$ cat src/sv/rde_pkg.sv
package rde_pkg;

  localparam int RADIX_W = 5;
  localparam int DIGIT_W = 4;
  localparam int CHAR_W  = 7;

  localparam logic [RADIX_W-1:0] RADIX_MIN = 5'd2;
  localparam logic [RADIX_W-1:0] RADIX_MAX = 5'd16;

  localparam logic [CHAR_W-1:0]  ASCII_DIGIT_BASE  = 7'd48;
  localparam logic [CHAR_W-1:0]  ASCII_LETTER_BASE = 7'd55;
  localparam logic [DIGIT_W-1:0] MAX_DEC_DIGIT     = 4'd9;
  localparam logic [CHAR_W-1:0]  ERR_CHAR          = 7'd0;

  typedef enum logic [3:0] {
    ST_IDLE = 4'b0001,
    ST_ERR  = 4'b0010,
    ST_DIV  = 4'b0100,
    ST_EMIT = 4'b1000
  } rde_state_t;

  function automatic logic [CHAR_W-1:0] dig_to_ascii(input logic [DIGIT_W-1:0] d);
    logic [CHAR_W-1:0] dx;
    dx = {{(CHAR_W-DIGIT_W){1'b0}}, d};
    if (d > MAX_DEC_DIGIT) begin
      return dx + ASCII_LETTER_BASE;
    end
    return dx + ASCII_DIGIT_BASE;
  endfunction

endpackage

$ cat src/sv/rde_if.sv
interface rde_in_if #(
  parameter int VALUE_WIDTH = 31
);
  import rde_pkg::*;

  logic                   valid;
  logic                   ready;
  logic [VALUE_WIDTH-1:0] value;
  logic [RADIX_W-1:0]     radix;

  modport source (output valid, output value, output radix, input ready);
  modport sink   (input valid, input value, input radix, output ready);
endinterface

interface rde_out_if;
  import rde_pkg::*;

  logic              valid;
  logic              ready;
  logic [CHAR_W-1:0] digit_char;
  logic              bad_radix;
  logic              last_digit;

  modport source (output valid, output digit_char, output bad_radix, output last_digit,
                  input ready);
  modport sink   (input valid, input digit_char, input bad_radix, input last_digit,
                  output ready);
endinterface

$ cat src/sv/radix_digit_emitter.sv
// Channel  | Dir | Handshake     | Payload
// in_ch    | in  | valid / ready | value [VALUE_WIDTH], radix [5]
// out_ch   | out | valid / ready | digit_char [7], bad_radix, last_digit
//
// Each digit comes from a bit-serial restoring division by the radix, one quotient bit
// per cycle, with the digits pushed on a shift-register stack. All digits of an item are
// divided out before any is emitted, most significant digit first; a bad radix gives a
// single error result with bad_radix and last_digit set.
// Synchronous active-low reset clears the state machine and the output valid.
// A stalled output holds its item; a new item is taken while the last result waits.
module radix_digit_emitter #(
  parameter int VALUE_WIDTH = 31
) (
  input  logic     clk,
  input  logic     rst_n,
  rde_in_if.sink   in_ch,
  rde_out_if.source out_ch
);
  import rde_pkg::*;

  localparam int CNT_W  = $clog2(VALUE_WIDTH);
  localparam int DCNT_W = $clog2(VALUE_WIDTH + 1);

  rde_state_t state_r, state_nxt;

  logic [VALUE_WIDTH-1:0] val_r, val_nxt;
  logic [RADIX_W-1:0]     rdx_r, rdx_nxt;
  logic [DIGIT_W-1:0]     rem_r, rem_nxt;
  logic [CNT_W-1:0]       bit_cnt_r, bit_cnt_nxt;
  logic                   nz_r, nz_nxt;
  logic [DCNT_W-1:0]      dig_cnt_r, dig_cnt_nxt;
  logic [DIGIT_W-1:0]     stk_r [VALUE_WIDTH];
  logic [DIGIT_W-1:0]     stk_nxt [VALUE_WIDTH];

  logic                   out_valid_r, out_valid_nxt;
  logic [CHAR_W-1:0]      out_char_r, out_char_nxt;
  logic                   out_bad_r, out_bad_nxt;
  logic                   out_last_r, out_last_nxt;

  logic [RADIX_W-1:0]     trial;
  logic [RADIX_W-1:0]     diff;
  logic                   ge;
  logic [DIGIT_W-1:0]     step_rem;
  logic                   slot_free;

  // one restoring division step: bring down the next dividend bit
  assign trial    = {rem_r, val_r[VALUE_WIDTH-1]};
  assign ge       = (trial >= rdx_r);
  assign diff     = trial - rdx_r;
  assign step_rem = ge ? diff[DIGIT_W-1:0] : trial[DIGIT_W-1:0];

  assign slot_free = !out_valid_r || out_ch.ready;

  always_comb begin
    state_nxt     = state_r;
    val_nxt       = val_r;
    rdx_nxt       = rdx_r;
    rem_nxt       = rem_r;
    bit_cnt_nxt   = bit_cnt_r;
    nz_nxt        = nz_r;
    dig_cnt_nxt   = dig_cnt_r;
    stk_nxt       = stk_r;
    out_valid_nxt = out_valid_r;
    out_char_nxt  = out_char_r;
    out_bad_nxt   = out_bad_r;
    out_last_nxt  = out_last_r;

    if (out_valid_r && out_ch.ready) begin
      out_valid_nxt = 1'b0;
    end

    unique case (state_r)
      ST_IDLE: begin
        if (in_ch.valid) begin
          val_nxt     = in_ch.value;
          rdx_nxt     = in_ch.radix;
          rem_nxt     = '0;
          bit_cnt_nxt = '0;
          nz_nxt      = 1'b0;
          dig_cnt_nxt = '0;
          if (in_ch.radix < RADIX_MIN || in_ch.radix > RADIX_MAX) begin
            state_nxt = ST_ERR;
          end else begin
            state_nxt = ST_DIV;
          end
        end
      end
      ST_ERR: begin
        if (slot_free) begin
          out_valid_nxt = 1'b1;
          out_char_nxt  = ERR_CHAR;
          out_bad_nxt   = 1'b1;
          out_last_nxt  = 1'b1;
          state_nxt     = ST_IDLE;
        end
      end
      ST_DIV: begin
        rem_nxt     = step_rem;
        val_nxt     = {val_r[VALUE_WIDTH-2:0], ge};
        nz_nxt      = nz_r | ge;
        bit_cnt_nxt = bit_cnt_r + 1'b1;
        if (bit_cnt_r == CNT_W'(VALUE_WIDTH - 1)) begin
          // push the finished digit; the quotient stays in val for the next pass
          stk_nxt[0] = step_rem;
          for (int i = 1; i < VALUE_WIDTH; i++) begin
            stk_nxt[i] = stk_r[i-1];
          end
          dig_cnt_nxt = dig_cnt_r + 1'b1;
          if (nz_r || ge) begin
            rem_nxt     = '0;
            bit_cnt_nxt = '0;
            nz_nxt      = 1'b0;
          end else begin
            state_nxt = ST_EMIT;
          end
        end
      end
      ST_EMIT: begin
        if (slot_free) begin
          out_valid_nxt = 1'b1;
          out_char_nxt  = dig_to_ascii(stk_r[0]);
          out_bad_nxt   = 1'b0;
          out_last_nxt  = (dig_cnt_r == DCNT_W'(1));
          for (int i = 0; i < VALUE_WIDTH - 1; i++) begin
            stk_nxt[i] = stk_r[i+1];
          end
          dig_cnt_nxt = dig_cnt_r - 1'b1;
          if (dig_cnt_r == DCNT_W'(1)) begin
            state_nxt = ST_IDLE;
          end
        end
      end
      default: begin
        state_nxt = ST_IDLE;
      end
    endcase
  end

  always_ff @(posedge clk) begin
    if (!rst_n) begin
      state_r     <= ST_IDLE;
      out_valid_r <= 1'b0;
    end else begin
      state_r     <= state_nxt;
      out_valid_r <= out_valid_nxt;
    end
  end

  always_ff @(posedge clk) begin
    val_r      <= val_nxt;
    rdx_r      <= rdx_nxt;
    rem_r      <= rem_nxt;
    bit_cnt_r  <= bit_cnt_nxt;
    nz_r       <= nz_nxt;
    dig_cnt_r  <= dig_cnt_nxt;
    stk_r      <= stk_nxt;
    out_char_r <= out_char_nxt;
    out_bad_r  <= out_bad_nxt;
    out_last_r <= out_last_nxt;
  end

  assign in_ch.ready       = (state_r == ST_IDLE);
  assign out_ch.valid      = out_valid_r;
  assign out_ch.digit_char = out_char_r;
  assign out_ch.bad_radix  = out_bad_r;
  assign out_ch.last_digit = out_last_r;

endmodule

$ cat src/flat_wrapper.sv
// flat-port wrapper written by rule: the top's interface ports become plain ports
module radix_digit_emitter_flat import rde_pkg::*;
#(
  parameter int VALUE_WIDTH = 31
)
  (clk, rst_n, in_ch_valid, in_ch_value, in_ch_radix, in_ch_ready, out_ch_valid, out_ch_digit_char, out_ch_bad_radix, out_ch_last_digit, out_ch_ready);
  rde_in_if #(.VALUE_WIDTH(VALUE_WIDTH)) in_ch_i ();
  rde_out_if out_ch_i ();
  input  logic clk;
  input  logic rst_n;
  input wire logic [$bits(in_ch_i.valid)-1:0] in_ch_valid;
  input wire logic [$bits(in_ch_i.value)-1:0] in_ch_value;
  input wire logic [$bits(in_ch_i.radix)-1:0] in_ch_radix;
  output wire logic [$bits(in_ch_i.ready)-1:0] in_ch_ready;
  output wire logic [$bits(out_ch_i.valid)-1:0] out_ch_valid;
  output wire logic [$bits(out_ch_i.digit_char)-1:0] out_ch_digit_char;
  output wire logic [$bits(out_ch_i.bad_radix)-1:0] out_ch_bad_radix;
  output wire logic [$bits(out_ch_i.last_digit)-1:0] out_ch_last_digit;
  input wire logic [$bits(out_ch_i.ready)-1:0] out_ch_ready;
  assign in_ch_i.valid = in_ch_valid;
  assign in_ch_i.value = in_ch_value;
  assign in_ch_i.radix = in_ch_radix;
  assign in_ch_ready = in_ch_i.ready;
  assign out_ch_valid = out_ch_i.valid;
  assign out_ch_digit_char = out_ch_i.digit_char;
  assign out_ch_bad_radix = out_ch_i.bad_radix;
  assign out_ch_last_digit = out_ch_i.last_digit;
  assign out_ch_i.ready = out_ch_ready;
  radix_digit_emitter #(.VALUE_WIDTH(VALUE_WIDTH)) u_core (.clk(clk), .rst_n(rst_n), .in_ch(in_ch_i), .out_ch(out_ch_i));
endmodule
$ cat config.mk
export PLATFORM = sky130hd
export DESIGN_NAME = radix_digit_emitter_flat
export DESIGN_NICKNAME = d
export VERILOG_FILES = /design/src/sv/rde_pkg.sv /design/src/sv/rde_if.sv /design/src/sv/radix_digit_emitter.sv /design/src/flat_wrapper.sv
export SDC_FILE = /design/constraint.sdc
export NUM_CORES = 1
export LEC_CHECK = 0
export BUFFER_PORTS_ARGS = -buffer_cell sky130_fd_sc_hd__buf_2
export CAP_MARGIN = 20
export CORE_MARGIN = 10
export CORE_UTILIZATION = 58
export CTS_BUF_LIST = sky130_fd_sc_hd__clkbuf_16
export CTS_CLUSTER_SIZE = 28
export DETAILED_ROUTE_END_ITERATION = 10
export GPL_TIMING_DRIVEN = 0
export PLACE_DENSITY = 0.87
export SYNTH_ARGS = -nofsm -noshare
export SYNTH_HDL_FRONTEND = slang
export SYNTH_SLANG_ARGS = --single-unit
$ cat constraint.sdc
create_clock -name clk -period 11.85 [get_ports clk]
set_clock_uncertainty 0.2 [all_clocks]
set_input_delay 0.5925 -clock clk [delete_from_list [all_inputs] [get_ports clk]]
set_output_delay 0.5925 -clock clk [all_outputs]
set_load 0.02 [all_outputs]
==> summary.txt, run 1 <==
Synthesis
  – Synth Register Bits: between 150 and 200
  – Yosys warns: 0
  – Seq/Total Area, Yosys: 69.24%
  – Mapped Cells: 587
  – Cell variety after synth: 57
  – Post-synth net total: 640
  – Ys async rst share: 0%
  – Number of enable flip-flop cells after synthesis: 184
  – Synthesized area per cell: 13.84 µm²
  – Primary FF master, synth: edfxtp_1
  – Synthesized cell area: between 8000 and 9000 µm²

Setup path
  – Critical Setup Path Class: reg2reg
  – Reg-to-reg critical path startpoint: u_core.state_r[3]$_SDFFE_PN0P_
  – Worst Setup End Kind: flop
  – Setup crit start: u_core.state_r[3]$_SDFFE_PN0P_
  – R2R setup slack: 8.56 ns
  – Startpoint Class: flop
  – WP data required: 11.77 ns
  – CP arrival: 3.21 ns
  – Critical Path Fanout Max: 33

Power and ir drop
  – Clock Power Share: 35.7%
  – Leakage power: 3.341 nW
  – Flop pwr share: 53.1%
  – Switch share: 23.57%
  – Pwr/cell area: ~170 nW/µm²
  – Peak VDD IR: 0.1341 mV
  – Pint: 1.224 mW
  – Combinational fraction of design power: a little under an eighth
  – Switching power: 0.3776 mW

Floorplanning
  – Chip Height: 138.4 µm
  – Core Area: ~14000 µm²
  – DIE AREA: 19140 µm²
  – Initial Util: approximately three fifths
  – Die width: 138.4 µm
  – Row count: 43
  – Ports: 51

Clock tree
  – CTS HTree Levels: 4
  – Post-CTS Setup Inserts: 0
  – CTS clk-pin slew, worst paths: roughly 0.06 ns
  – CTS max path bufs: 2
  – CTS tree: yes
  – CTS sink cnt: 189
  – Post-cts hold buffer count: 0
  – CTS root buf: clkbuf_16
  – CTS Buf Count: 17
  – Clk Latency, worst-skew pair: 0.42 ns
  – Post-CTS sizing: 0

Cells and area
  – Layout Utilization: between 60 and 70%
  – Most frequent cells in the layout: 184 x edfxtp_1, 115 x a22o_1, 108 x nand2_1
  – Most common cell after layout, fill and taps aside: edfxtp_1
  – Nets: 712
  – # fillers: 946
  – Fraction of layout cells with a size suffix above 1: 13.60%
  – Diode count: 0
  – Non-filler instance count after layout: 849
  – Syn-to-layout area delta: 13.86%

STA
  – Min Tclk post-route: 3.286 ns
  – Relative slew slack: between 30% and 40%
  – Final setup violation count: 0
  – Post-route setup slack: 8.564 ns
  – WHS: approximately 0.16 ns
  – Actual slew at the worst max-slew pin: roughly 0.96 ns
  – Final setup TNS: 0 ns
  – Unrepaired setup endpoints after global routing: no
  – Fin crit share: 27.73%
  – Final Max Slew Viols: 0
  – Final Hold Fails: 0
  – Max Fclk: around 0.30 GHz

Global route
  – Total track usage: 16.27%
  – GRT Residual Overflow: 0
  – Pin count of the biggest net entering global routing: 42
  – First-pass GRT wire length: 25.73 mm
  – Antenna violations before repair: 0
  – Vias in the first global route: roughly 5100

Place
  – Final Wtd Congestion: 0.8065
  – Detailed Place HPWL: around 11 mm
  – IO Port Bufs: 50
  – Pre-CTS setup slack: 8.599 ns
  – Placed Cells incl. Taps: 820

Drt
  – Residual DRC: 0
  – Wire per inst: 18.70 µm
  – 1st-iter DRT viols: 518
  – Final ANT Viol Nets: 0
  – Vias per cell: 6.139
  – Drt first pass iters: 6
  – Final wirelength: 15.88 mm
  – Vias: 5212

Status
  – Status: complete, no violations

Job
  – Max Cap Viol: 0

Hold path
  – Hold WC Path Type: in2reg
  – HP Start: in_ch_radix[2]
[path summary, 6_finish.rpt]
| path | endpoint | cells past startpoint |
|---|---|---|
| worst max-delay path | u_core.stk_r[57]$_DFFE_PP_ | 6 |
| worst min-delay path | u_core.rdx_r[2]$_DFFE_PP_ | 1 |
| worst max register to register | u_core.stk_r[57]$_DFFE_PP_ | 6 |
| worst min register to register | u_core.stk_r[2]$_DFFE_PP_ | 0 |
[metal layers]
metal	up-vias	GRT usage, %	wire length (µm)
li1	2399	-	-
met1	2557	20.82	6700
met2	236	25.78	7644
met3	20	5.377	1312
met4	0	4.828	222
met5	-	0	0
[through the flow]
step,power [mW],cell area [µm²]
6_report,1.602,9250
5_1_grt,1.662,9250
4_1_cts,1.606,9250
3_5_place_dp,1.041,8667
3_3_place_gp,1.028,8600
2_1_floorplan,0.9845,8124
[state kept, by name, indices dropped and copies added (netlist names)]
signal                    count
u_core.out_ch.bad_radix       1
u_core.bit_cnt_r              5
u_core.val_r                 31
u_core.rdx_r                  5
u_core.rem_r                  4
u_core.out_ch.digit_char      7
u_core.nz_r                   1
u_core.stk_r                124
u_core.state_r                4
u_core.out_ch.last_digit      1
u_core.out_ch.valid           1
u_core.dig_cnt_r              5
[kinds of logic after synthesis]
logic type | after synthesis | synth area share [%]
DFF | 189 | 69.24
and+or+nand+nor | 167 | 9.195
AOI/OAI and AO/OA | 156 | 15.74
buffers and inverters | 51 | 2.449
adders and majority gates | 13 | 2.095
xor gates and xnor gates | 7 | 0.7547
muxes | 4 | 0.5236
[Yosys cell counts (all sizes together) (3+ instances only)]
| library cell | count | area share, % |
|---|---|---|
| edfxtp | 184 | 68 |
| a22o | 115 | 12 |
| nand2 | 108 | 5.0 |
| clkbuf | 31 | 1.4 |
| nor2 | 24 | 1.1 |
| o21ai | 17 | 1.0 |
| inv | 15 | 0.69 |
| ha | 12 | 1.8 |
| nor2b | 8 | 0.62 |
| a21oi | 6 | 0.42 |
| buf | 5 | 0.32 |
| dfxtp | 5 | 1.2 |
| nand3 | 5 | 0.31 |
| xor2 | 4 | 0.43 |
| a21boi | 3 | 0.28 |
| nor3 | 3 | 0.18 |
| or4b | 3 | 0.42 |
| xnor2 | 3 | 0.32 |
[power groups by stage]
| stage | clock network (mW) | registers (mW) | logic (mW) |
|---|---|---|---|
| 2_1_floorplan | 0 | 0.857 | 0.128 |
| 3_3_place_gp | 0 | 0.866 | 0.163 |
| 3_5_place_dp | 0 | 0.862 | 0.179 |
| 4_1_cts | 0.576 | 0.849 | 0.181 |
| 5_1_grt | 0.606 | 0.857 | 0.200 |
| 6_report | 0.571 | 0.850 | 0.181 |
[worst max-delay path: stages (launching register included)]
cell and delay, ns:
dfxtp_1 0.45, nor4b_2 0.58, clkbuf_1 0.45, nor2_1 0.20, nor2b_4 0.57, buf_12 0.29, buf_12 0.24
[area by class of cell]
cell class	count	area [µm²]	share of cell area, %
plain buffers	36	142.6	1.542
repair buffers	53	310.3	3.355
multi-input cells	347	2307	24.94
well taps	180	225.2	2.435
clock buffers	17	425.4	4.599
clock inverters	12	157.7	1.704
inverters	15	56.30	0.6087
flip-flops and latches	189	5625	60.81
Power figures use the tool's default switching activity.
==> inputs of run 2 (changes only) <==
- clock period: 11.85 -> 3.2 ns (I/O delays scaled with it)
==> summary.txt, run 2 (same netlist as run 1, synthesis figures left out) <==
Setup path
  – Worst Setup End Kind: flop
  – Critical Setup Path Class: reg2reg
  – Startpoint Class: flop
  – WP data required: 3.13 ns (-8.64 ns)
  – CP arrival: 3.00 ns (-0.21 ns)
  – Critical Path Fanout Max: 35 (+6.1%)
  – Worst R2R Path Depth: 6 (unchanged)

Power and ir drop
  – Flop pwr share: 55.3% (+2.2 points)
  – Peak VDD IR: 0.4431 mV (+230%)
  – Clock Power Share: 31.7% (-4.0 points)
  – Pint: 4.255 mW (+250%)
  – Switch share: 25.67% (+2.1 points)
  – Pwr/cell area: 597.8 nW/µm² (+250%)
  – Switching power: 1.470 mW (+290%)
  – Leakage power: 3.474 nW (+4.0%)
  – Combinational fraction of design power: 13.0% (+1.7 points)

STA
  – Post-route setup slack: 0.1238 ns (-8.440 ns)
  – Max Fclk: 0.3251 GHz (+6.8%)
  – Final Max Slew Viols: 0 (unchanged)
  – Min Tclk post-route: 3.076 ns (-0.2101 ns)
  – Final setup violation count: 0 (unchanged)
  – Relative slew slack: 33.37% (-2.6 points)
  – Final Hold Fails: 0 (unchanged)
  – Actual slew at the worst max-slew pin: 0.9995 ns (+0.03946 ns)
  – Unrepaired setup endpoints after global routing: no
  – WHS: 0.04248 ns (-0.1186 ns)
  – Fin crit share: 96.13% (+68 points)

Cells and area
  – Nets: 751 (+5.5%)
  – Number of flip-flops under the largest register name: 124 (unchanged)
  – Syn-to-layout area delta: 17.88%
  – Layout Utilization: 69.26% (+2.4 points)
  – Most common cell after layout, fill and taps aside: edfxtp_1
  – Fraction of layout cells with a size suffix above 1: 13.10% (-0.50 points)
  – Largest reg by FF count: u_core.stk_r
  – # fillers: 840 (-11%)
  – Final Cell Area: 9577 µm² (+3.5%)
  – Most frequent cells in the layout: 184 x edfxtp_1, 115 x a22o_1, 108 x nand2_1

Clock tree
  – CTS tree: yes
  – CTS Buf Count: 17 (unchanged)
  – CTS root buf: clkbuf_16
  – CTS max path bufs: 2 (unchanged)
  – CTS HTree Levels: 4 (unchanged)
  – CTS sink cnt: 189 (unchanged)
  – Clk Latency, worst-skew pair: 0.43 ns (about the same)
  – CTS clk-pin slew, worst paths: 0.06 ns (about the same)

Global route
  – GRT Residual Overflow: 0 (unchanged)
  – Total track usage: 18.90% (+2.6 points)
  – Antenna violations before repair: 1 (+1)
  – First-pass GRT wire length: 29.56 mm (+15%)
  – Vias in the first global route: 5672 (+12%)
  – Pin count of the biggest net entering global routing: 42 (unchanged)

Floorplanning
  – Ports: 51 (unchanged)
  – Chip Height: 138.4 µm (unchanged)
  – Die width: 138.4 µm (unchanged)
  – Initial Util: 58.75% (unchanged)
  – Row count: 43 (unchanged)
  – DIE AREA: 19140 µm² (unchanged)
  – Core Area: 13830 µm² (unchanged)

Place
  – Pre-CTS setup slack: 0.1508 ns (-8.448 ns)
  – Final Wtd Congestion: 0.8238 (+2.1%)
  – Detailed Place HPWL: 11.46 mm (+5.3%)
  – DP Area: 8692 µm² (+0.29%)
  – IO Port Bufs: 50 (unchanged)

Drt
  – Residual DRC: 0 (unchanged)
  – Vias per cell: 6.250 (+1.8%)
  – Final wirelength: 18.48 mm (+16%)
  – Wire per inst: 20.74 µm (+11%)
  – Drt first pass iters: 6 (unchanged)
  – Vias: 5569 (+6.8%)
  – Final ANT Viol Nets: 0 (unchanged)
  – 1st-iter DRT viols: 553 (+6.8%)

Hold path
  – Worst hold path depth: 4 (+3)
  – Hold WC Path Type: in2reg

Job
  – Max Cap Viol: 0 (unchanged)

Status
  – Status: complete, no violations
run 2: through the flow:
stage / power [mW] / TNS, ns / cells
after global routing: 5.929 / 0 / 891
after global placement: 3.801 / -123.35 / 817
after floorplan: 3.638 / -37.66 / 587
after CTS: 5.695 / 0 / 890
final: 5.724 / 0 / 891
after detailed placement: 3.879 / 0 / 820
run 2: final timing paths:
path / from / endpoint / slack, ns
setup / recovery: u_core.state_r[3]$_SDFFE_PN0P_ / u_core.stk_r[78]$_DFFE_PP_ / 0.12
hold / removal: in_ch_valid / u_core.state_r[3]$_SDFFE_PN0P_ / 0.04
hold reg to reg: u_core.stk_r[7]$_DFFE_PP_ / u_core.stk_r[3]$_DFFE_PP_ / 0.27
setup reg to reg: u_core.state_r[3]$_SDFFE_PN0P_ / u_core.stk_r[78]$_DFFE_PP_ / 0.12
run 2: worst max-delay path, stage by stage, from the launching register on:
cell and delay [ns]:
dfxtp_1 0.49, nor4b_4 0.43, clkbuf_2 0.33, nor2_1 0.15
nor2b_4 0.63, buf_12 0.31, buf_16 0.22
run 2: metal layers:
metal	GRT usage, %	share of wire, %	wire length, µm	vias to the layer above
met4	7.769	2.3	429	0
li1	-	-	-	2474
met5	0	0	0	-
met1	22.63	39	7273	2751
met2	31.50	50	9275	302
met3	5.240	8.1	1500	42
run 2: timing repair:
action,4_1_cts,5_1_grt
hold buffers,39,0
resized for setup,0,0
endpoints found under the setup margin,0,0
hold endpoints to repair,41,0
setup buffers,0,0
run 2: power by group through the flow:
stage / clock [mW] / sequential, mW / combinational (mW)
2_1_floorplan: 0 / 3.16 / 0.476
3_3_place_gp: 0 / 3.19 / 0.609
3_5_place_dp: 0 / 3.20 / 0.678
4_1_cts: 1.82 / 3.15 / 0.721
5_1_grt: 1.93 / 3.18 / 0.815
6_report: 1.82 / 3.16 / 0.744
run 2: layout make-up:
| cell class | instances | area [µm²] | area share [%] |
|---|---|---|---|
| antenna | 1 | 2.502 | 0.02613 |
| buffer | 36 | 145.1 | 1.516 |
| clock buffer | 17 | 425.4 | 4.442 |
| clock inverter | 14 | 66.31 | 0.6924 |
| inverter | 15 | 56.30 | 0.5879 |
| multi-input combinational | 347 | 2322 | 24.25 |
| sequential | 189 | 5625 | 58.74 |
| tap | 180 | 225.2 | 2.352 |
| timing repair buffer | 92 | 708.2 | 7.395 |
